--- src/sv/wfhc_ram.sv ---
// ----------------------------------------------------------------------------
// wfhc_ram
// Simple dual-port RAM, one write port, one read port, registered read.
// ----------------------------------------------------------------------------
module wfhc_ram #(
  parameter int WIDTH = 8,
  parameter int DEPTH = 16
) (
  input  logic                     clk,
  input  logic                     we,
  input  logic [$clog2(DEPTH)-1:0] waddr,
  input  logic [WIDTH-1:0]         wdata,
  input  logic                     re,
  input  logic [$clog2(DEPTH)-1:0] raddr,
  output logic [WIDTH-1:0]         rdata
);

  logic [WIDTH-1:0] mem [DEPTH];

  always_ff @(posedge clk) begin
    if (we) begin
      mem[waddr] <= wdata;
    end
    if (re) begin
      rdata <= mem[raddr];
    end
  end

endmodule

--- config.mk ---
export PLATFORM = sky130hd
export DESIGN_NAME = wfhc_ram
export DESIGN_NICKNAME = d
export VERILOG_FILES = /design/src/sv/wfhc_ram.sv
export SDC_FILE = /design/constraint.sdc
export NUM_CORES = 1
export LEC_CHECK = 0
export ABC_AREA = 0
export BUFFER_PORTS_ARGS = -buffer_cell sky130_fd_sc_hd__buf_4
export CAP_MARGIN = 0
export CORE_ASPECT_RATIO = 0.7
export CORE_MARGIN = 2
export CORE_UTILIZATION = 48
export DETAILED_ROUTE_END_ITERATION = 6
export SLEW_MARGIN = 20
export SYNTH_ARGS = -nofsm -noshare
export SYNTH_HDL_FRONTEND = slang
export SYNTH_SLANG_ARGS = --single-unit
--- constraint.sdc ---
create_clock -name clk -period 3 [get_ports clk]
set_input_delay 0.45 -clock clk [delete_from_list [all_inputs] [get_ports clk]]
set_output_delay 0.45 -clock clk [all_outputs]
set_load 0.02 [all_outputs]
# [After elaboration in Yosys (flattened, before gate mapping)]
# Memory sizes are Yosys's and may differ from the RTL's. A register that Yosys moved wholly into a read port is not among the register bits.
# Index checks and enable logic that the tools add are counted.
[word_totals] ramBits=128 memories=1 output_inout_bits=8 wordCells=3 ff_bits=0
[classes] mux=2
[memory_table] name="mem" words=16 width=8 rd=1 rd_clocked_by_memory_dff=1 write_ports=1 line="18" rtl="logic [WIDTH-1:0] mem [DEPTH];"
[op_table] cell="$mux 1" n=2

# [Longest topological paths before layout]
# Gate-level depths: netlist (run 1).
[logic_depth] word_depth=2 depth_mapped=5 ltp_nobuf=3

# [Worst setup path before layout (run 1)]
# Ideal clock, no wire load.
[synth_path] path_kind="input to register" from="input port waddr[2]" to="memory mem[0][0], enable pin" arrival_time_ns=1.560 setup_slack_ns=1.057 path_stages=2 path_buffers=0 setup_ns=0.383 required_time_ns=2.617 path_cell_list="or3b_2 -> nor3_1"
[synth_rtl] item="start: declaration" line="11" rtl="input logic [$clog2(DEPTH)-1:0] waddr,"
[synth_rtl] item="end: declaration" line="18"
# Straight into the memory's write port.

==> flow_summary.json, run 1 <==
{
  "final_common_cell": "edfxtp_1",
  "cp-start-kind": "input port",
  "viasPerCell": 5.621,
  "share_seq_of_total_power_pct": 51.5,
  "worst_pin_slew_ns": 0.7843,
  "timing.setup.tns_ns": 0,
  "clkPwrFrac_pct": 43.5,
  "htree_levels": 4,
  "reg2reg_setup_slack_ns": 1.51,
  "place.gp.congestion": 0.7183,
  "grt_max_degree": 33,
  "met1Wirelength_um": 4797,
  "max_stage_delay_ns": 0.64,
  "cp.arrival_ns": 1.92,
  "antenna_found_initial": 0,
  "n_antenna_cell": 0,
  "cts.sinks": 136,
  "fmaxAchievable_ghz": 0.5657,
  "p_leak_nw": 2.024,
  "grtUsageTotal_pct": 18.66,
  "finalSetupViolCount": 0,
  "dr.pass1.iters": 4,
  "r2r_cells": 3,
  "yosysUniqueCellTypes": 18,
  "yosysTopAreaCell": "edfxtp_1",
  "portBuffers": 26,
  "switching_share_pct": 20.16,
  "syn-num-nets": 248,
  "cts_tree": "built",
  "rsz0062_at_grt": "false",
  "cp_top_family": "multiplexers",
  "cts_hold_buffers": 0,
  "yosys_warnings": 0,
  "grt-ovfl-total": 0,
  "end_kind": "flop",
  "cts_root_buf": "clkbuf_16",
  "peakVddDrop_mv": 0.4534,
  "wl_met3_um": 699,
  "synth_area_leaders": "edfxtp_1 (78%), mux4_2 (7.8%), mux4_1 (7.0%)",
  "syn-instance-count": 229,
  "fp.dieH_um": 91.31,
  "crit_chain": "buf_4 -> mux4_1 -> a22oi_1 -> nand2_1",
  "postRouteAntennaNets": 0,
  "critPathMaxFanout": 32,
  "place_hpwl_um": 6196,
  "status": "complete, no violations",
  "nets": 290,
  "path_buf_inv": 1,
  "cp_slowest_cell": "mux4_1",
  "crit_required_ns": 3.15,
  "drc": 0,
  "numCtsBuffers": 17,
  "hold_viol": 0,
  "drive_above_1_share_pct": 28.01,
  "layout_common_cells": "edfxtp_1 (136), buf_4 (33), mux4_2 (18), clkbuf_16 (17), a22oi_1 (16)",
  "core_mm2": 0.01047,
  "skew_ns": 0.003289,
  "clkTransAtPathRegs_ns": 0.05,
  "dieArea_mm2": 0.01175,
  "dr.max_layer_used": "met4",
  "finalMaxSlewViolations": 0,
  "avgRoutedWirePerCell_um": 23.67,
  "syn2layout_area_growth_pct": 16.13,
  "placed_cell_area_mm2": 0.005554,
  "start_util_pct": 49.92,
  "drtIter0Drc": 243,
  "hold_class": "input port to flop",
  "fin_crit_sh_pct": 58.93,
  "boundaryPins": 27,
  "clockBufferDepth": 2,
  "synth_area_per_cell_um2": 22.83,
  "powerDensity_mw_per_mm2": 688.9,
  "slew_headroom_pct": 47.52,
  "period_needed_ns": 1.768,
  "chipWidth_um": 128.7,
  "syn_area_mm2": 0.005228,
  "met2_length_um": 4259,
  "insertion_delay_ns": 0.41,
  "cp.depth": 4,
  "vias": 2327,
  "post_cts_buffers": 0,
  "cts_resized": 0,
  "routed_wl_um": 9801,
  "yosys.area.top_type_share_pct": 78.12,
  "timing.max_cap.violations": 0,
  "whs_path_depth": 1,
  "critPathKind": "input port to flop",
  "rows": 31,
  "grt_pass1_vias": 2312,
  "p_int_mw": 3.339,
  "grt_pass1_wl_um": 14720,
  "p_sw_mw": 0.8432,
  "yosysSeqAreaShare_pct": 78.12,
  "combPwrFrac_pct": 5.1,
  "synth-seq-cells": 136,
  "final_cell_area_mm2": 0.006071
}
## layout make-up
cell class / instances / area (µm²)
clock buffers: 18 / 429.2
clock inverters: 12 / 87.58
fillers: 760 / 4402
multi-input cells: 83 / 1057
flip-flops and latches: 136 / 4084
well taps: 132 / 165.2
repair buffers: 33 / 247.7
## metal layers
layer	global-route usage, %	up-vias
met4	5.163	0
met2	24.60	79
li1	-	1059
met3	6.423	4
met5	0	-
met1	29.61	1185
## synthesized netlist by cell type
master / number
a22oi_1: 16
buf_6: 3
buf_4: 1
buf_2: 3
mux4_2: 18
nor2b_1: 1
and2_1: 1
nor2_1: 13
nand2_1: 9
or3b_2: 1
edfxtp_1: 136
nor3_1: 4
nand2b_1: 2
clkdlybuf4s25_2: 3
mux4_1: 14
and2b_1: 1
nand3_1: 1
nand3b_1: 2
## worst paths after layout
check / startpoint / end
worst min register to register: mem[11][5] / rdata[5]
worst max register to register: mem[1][0] / rdata[0]
worst min-delay path: re / rdata[5]
worst max-delay path: raddr[0] / rdata[0]
## through the flow
step	utilization (%)	setup WS [ns]	hold slack, ns	instances	power (mW)
2_1_floorplan	-	1.057	0.5489	229	2.309
3_3_place_gp	53.03	0.7522	0.7364	384	2.404
3_5_place_dp	53.03	0.7592	0.7444	384	2.407
4_1_cts	57.97	1.195	0.3376	414	4.226
5_1_grt	57.97	1.112	0.3301	414	4.329
6_report	57.97	1.232	0.3460	414	4.182
## kinds of logic (layout without fill, tap and decap cells)
| group | after synthesis | count (layout) | share of synthesized area [%] |
|---|---|---|---|
| muxes | 32 | 32 | 14.79 |
| buffers and inverters | 10 | 63 | 1.651 |
| AOI/OAI and AO/OA | 16 | 16 | 2.298 |
| DFF | 136 | 136 | 78.12 |
| and+or+nand+nor | 35 | 35 | 3.136 |
## worst reg2reg max path, cell delays in order, from the launching register on
cell      delay (ns)
edfxtp_1        0.38
mux4_1          0.52
a22oi_1         0.26
nand2_1         0.08
## power by group through the flow
stage	combinational [mW]	clock, mW	sequential [mW]
2_1_floorplan	0.108	0	2.20
3_5_place_dp	0.215	0	2.19
3_3_place_gp	0.212	0	2.19
6_report	0.211	1.82	2.15
5_1_grt	0.229	1.94	2.16
4_1_cts	0.216	1.86	2.15
## registers in the layout, indices dropped and copies added, names as in the netlist
register  cells
mem         128
rdata         8
Power figures use the tool's default switching activity.
==> inputs of run 2 (changes only) <==
- clock period: 3 -> 1.7 ns (I/O delays scaled with it)
==> run 2 against run 1 <==
Combinational power rose by 90%; setup slack got worse by 1.0 ns; sequential share of layout area decreased by 2.7 points; clock-buffer cell count did not move; first-iteration DRC count increased by 9.9%; clock skew is 0.0041 ns higher; register-to-register slack worse by 1.3 ns; power is 86% higher; die area did not move; clock power up 97%; hold slack lost 0.19 ns; via count rose by 8.1%; critical path type is now flop to flop; highest routed layer unchanged.
==> flow_summary.json, run 2 (synthesis results as in run 1) <==
{
  "r2r_cells": 3,
  "boundaryPins": 27,
  "whs_path_depth": 1,
  "fin_crit_sh_pct": 88.05,
  "hold_viol": 0,
  "timing.max_cap.violations": 0,
  "clkTransAtPathRegs_ns": 0.06,
  "n_antenna_cell": 0,
  "grtUsageTotal_pct": 19.26,
  "clockBufferDepth": 2,
  "crit_chain": "mux4_1 -> a22oi_1 -> nand2_1",
  "cts_resized": 0,
  "nets": 308,
  "rsz0062_at_grt": "false",
  "drtIter0Drc": 267,
  "largest_reg_flops": 128,
  "period_needed_ns": 1.497,
  "top_regs": "mem: 128 flops, rdata: 8 flops",
  "reg2reg_setup_slack_ns": 0.20,
  "cts_hold_buffers": 0,
  "top_register": "mem",
  "postRouteAntennaNets": 0,
  "avgRoutedWirePerCell_um": 23.68,
  "portBuffers": 26,
  "power.total_mw": 7.794,
  "p_leak_nw": 2.168,
  "rr_startpoint": "mem[9][2]",
  "cts_tree": "built",
  "cp-start-kind": "flop",
  "max_stage_delay_ns": 0.54,
  "hold_path_startpoint": "wdata[7]",
  "cts_root_buf": "clkbuf_16",
  "antenna_found_initial": 0,
  "vias": 2516,
  "fmaxAchievable_ghz": 0.6681,
  "layout_common_cells": "edfxtp_1 (136), buf_4 (47), mux4_2 (18), clkbuf_16 (17), a22oi_1 (16)",
  "routed_wl_um": 10280,
  "critPathKind": "flop to flop",
  "slew_headroom_pct": 54.76,
  "htree_levels": 4,
  "final_common_cell": "edfxtp_1",
  "end_kind": "flop",
  "dr.pass1.iters": 4,
  "finalMaxSlewViolations": 0,
  "dieArea_mm2": 0.01175,
  "fp.dieH_um": 91.31,
  "grt-ovfl-total": 0,
  "chipWidth_um": 128.7,
  "r2r_end": "rdata[2]",
  "cp.arrival_ns": 1.64,
  "grt_max_degree": 19,
  "critPathMaxFanout": 1,
  "core_mm2": 0.01047,
  "numCtsBuffers": 17,
  "status": "complete, no violations",
  "start_util_pct": 49.92,
  "drc": 0,
  "finalSetupViolCount": 0,
  "utilization_pct": 60.43,
  "grt_pass1_vias": 2524,
  "viasPerCell": 5.797,
  "powerDensity_mw_per_mm2": 1232,
  "peakVddDrop_mv": 0.9189,
  "timing.setup.tns_ns": 0,
  "insertion_delay_ns": 0.40,
  "syn2layout_area_growth_pct": 21.06,
  "post_cts_buffers": 0,
  "crit_required_ns": 1.85,
  "grt_pass1_wl_um": 15640,
  "drive_above_1_share_pct": 33.11,
  "min_to": "mem[5][7]",
  "skew_ns": 0.007372,
  "cp_slowest_cell": "mux4_1",
  "place_hpwl_um": 6753,
  "place.gp.congestion": 0.7276,
  "cts.sinks": 136,
  "hold_class": "input port to flop",
  "rows": 31,
  "fillers": 739,
  "worst_pin_slew_ns": 0.6771
}
[run 2: changes by cell type in the layout (fill, tap and decap cells not counted)]
| cell | change |
|---|---|
| bufinv_16 | +2 |
| buf_12 | +4 |
| buf_4 | +14 |
| inv_6 | +2 |
| nor3_2 | +1 |
| nor3_1 | -1 |
| clkinv_2 | -2 |
[run 2: power by group]
group | leakage [nW] | total [mW] | internal, mW | switching, mW
combinational | 0.647 | 0.401 | 0.181 | 0.220
clock | 0.285 | 3.59 | 2.29 | 1.30
sequential | 1.24 | 3.80 | 3.78 | 0.0228
total | 2.17 | 7.79 | 6.25 | 1.55
[run 2: layout make-up]
class | instances | area [µm²] | area share [%]
sequential | 136 | 4084 | 64.53
multi-input combinational | 83 | 1062 | 16.79
timing repair buffer | 51 | 432.9 | 6.841
clock buffer | 18 | 429.2 | 6.781
tap | 132 | 165.2 | 2.610
clock inverter | 14 | 155.1 | 2.452
[run 2: how the worst max path moves through the flow]
stage               depth (start not counted)       from  slack, ns       end
detailed placement                          5   raddr[0]      -0.11  rdata[2]
global route                                3  mem[9][2]       0.12  rdata[2]
CTS                                         3  mem[9][2]       0.17  rdata[2]
floorplan                                   5   raddr[0]       0.16  rdata[1]
finish                                      3  mem[9][2]       0.20  rdata[2]
global placement                            5   raddr[0]      -0.14  rdata[2]
[run 2: layer usage]
layer	global-route usage [%]	vias up	part of all wire, %
met5	0	-	0
met4	4.891	0	0.57
met3	4.950	5	7.4
met2	26.98	87	46
met1	30.34	1320	46
li1	-	1104	-
[run 2: stage by stage]
step / setup WS (ns) / instance area, µm² / cells / hold slack (ns)
CTS: 0.1738 / 6329 / 434 / 0.1523
floorplan: 0.1626 / 5233 / 229 / 0.3539
global placement: -0.1399 / 5744 / 402 / 0.5682
finish: 0.2032 / 6329 / 434 / 0.1595
global route: 0.1225 / 6329 / 434 / 0.1697
detailed placement: -0.1085 / 5744 / 402 / 0.5720
[run 2: worst max-delay path, delay by kind of cell (launching register included)]
family,cells,cell delay (ns)
flip-flops,1,0.35
AO/OA/AOI/OAI,1,0.28
AND/OR/NAND/NOR,1,0.07
multiplexers,1,0.54
==> inputs of run 3 (changes only) <==
- CORE_MARGIN: 2 -> 4
- CTS_CLUSTER_SIZE: not set -> 14
==> run 3 against run 2 <==
Final cell count is 0.46% lower; sequential cell count stayed put; via count is 1.9% lower; global-route usage is 1.5 points lower; design area is 0.61% higher; fmax is 0.60% higher; sequential power hardly changed; critical path depth stayed put; utilization is 0.37 points higher; clock power is 11% higher; clock-buffer cell count stayed put; critical endpoint is now rdata[1]; largest cell class unchanged.
==> flow_summary.json, run 3 (synthesis results as in run 1) <==
{
  "place.gp.congestion": 0.7420,
  "skew_ns": 0.004922,
  "busiest_layer": "met1",
  "end_kind": "flop",
  "grtUsageTotal_pct": 17.79,
  "vias": 2468,
  "power.total_mw": 8.174,
  "finalMaxSlewViolations": 0,
  "routed_wl_um": 9984,
  "peakVddDrop_mv": 0.8391,
  "startpoint": "mem[0][1]",
  "fmaxAchievable_ghz": 0.6720,
  "met2_usage_pct": 24.53,
  "avgRoutedWirePerCell_um": 23.11,
  "cp-start-kind": "flop",
  "period_needed_ns": 1.488,
  "n_antenna_cell": 0,
  "grtUsageMet1_pct": 26.35,
  "grt_util_met3_pct": 5.960,
  "r2r_end": "rdata[1]",
  "finalSetupViolCount": 0,
  "r2r_cells": 3,
  "max_stage_delay_ns": 0.50,
  "dieArea_mm2": 0.01265,
  "antenna_found_initial": 0,
  "top_register": "mem",
  "hold_ws_ns": 0.1549,
  "slew_headroom_pct": 48.46,
  "crit_chain": "mux4_1 -> a22oi_1 -> nand2_1",
  "portBuffers": 26,
  "critPathMaxFanout": 1,
  "cts_hold_buffers": 0,
  "worst_pin_slew_ns": 0.7715,
  "critPathKind": "flop to flop",
  "reg2reg_setup_slack_ns": 0.21,
  "layout_common_cells": "edfxtp_1 (136), buf_4 (46), mux4_2 (18), clkbuf_16 (17), a22oi_1 (16)",
  "htree_levels": 4,
  "top_regs": "mem: 128 flops, rdata: 8 flops",
  "final_common_cell": "edfxtp_1",
  "timing.max_cap.violations": 0,
  "path_buf_inv": 0,
  "insertion_delay_ns": 0.41,
  "rsz0062_at_grt": "false",
  "grt_pass1_wl_um": 15930,
  "largest_reg_flops": 128,
  "final_cell_area_mm2": 0.006367,
  "post_cts_buffers": 0,
  "grt_max_degree": 21,
  "grt-ovfl-total": 0,
  "cts.sinks": 136,
  "rows": 31,
  "fin_crit_sh_pct": 87.53,
  "cp.arrival_ns": 1.64,
  "crit_required_ns": 1.85,
  "hold_viol": 0,
  "drc": 0,
  "dr.pass1.iters": 4,
  "cts_tree": "built",
  "nets": 306,
  "clkTransAtPathRegs_ns": 0.06,
  "drtIter0Drc": 194,
  "placed_cell_area_mm2": 0.005717,
  "start_util_pct": 49.92,
  "cts_root_buf": "clkbuf_16",
  "cp_top_family": "multiplexers",
  "p_leak_nw": 2.175,
  "drive_above_1_share_pct": 33.00,
  "fp.dieH_um": 95.31,
  "core_mm2": 0.01047,
  "rr_startpoint": "mem[0][1]",
  "status": "complete, no violations",
  "postRouteAntennaNets": 0,
  "endpoint": "rdata[1]",
  "powerDensity_mw_per_mm2": 1284,
  "hold_class": "input port to flop",
  "syn2layout_area_growth_pct": 21.80,
  "cp_slowest_cell": "mux4_1",
  "grt_pass1_vias": 2616,
  "cp.depth": 3,
  "place_hpwl_um": 6494,
  "chipWidth_um": 132.7,
  "cts_resized": 0,
  "numCtsBuffers": 17,
  "viasPerCell": 5.713,
  "boundaryPins": 27,
  "clockBufferDepth": 2
}
## run 3: per-stage QoR
stage	utilization (%)	setup TNS, ns	std cells	setup slack, ns
after detailed placement	54.59	-0.1969	400	-0.09889
after CTS	60.80	0	432	0.2005
after floorplan	-	0	229	0.1626
final	60.80	0	432	0.2120
after global routing	60.80	0	432	0.1204
after global placement	54.59	-0.1713	400	-0.05539
## run 3: cell type report
cell class,count,area [µm²]
sequential,136,4084
multi-input combinational,83,1062
tap,132,165.2
fill,726,4105
clock buffer,18,429.2
clock inverter,14,221.5
timing repair buffer,49,405.4
## run 3: worst min path at each step
stage / start / to / slack [ns] / cells past startpoint
floorplan: wdata[0] / mem[0][0] / 0.35 / 0
global placement: wdata[5] / mem[14][5] / 0.57 / 1
detailed placement: re / rdata[2] / 0.57 / 1
CTS: wdata[5] / mem[4][5] / 0.14 / 1
global route: re / rdata[6] / 0.15 / 1
finish: wdata[5] / mem[6][5] / 0.15 / 1
## run 3: worst reg2reg max path: cells and delay by family, from the launching register on
kind	cells	cell delay (ns)
compound gates	1	0.27
flops	1	0.36
mux	1	0.50
simple gates	1	0.10
## run 3: report_power, final
group	leakage (nW)	switching (mW)	internal, mW
Combinational	0.630	0.210	0.178
Sequential	1.24	0.0220	3.78
Clock	0.309	1.37	2.62
## run 3: layer usage
layer / vias to the layer above / part of all wire [%]
li1: 1101 / -
met1: 1281 / 48
met2: 73 / 45
met3: 13 / 6.2
met4: 0 / 1.5
met5: - / 0
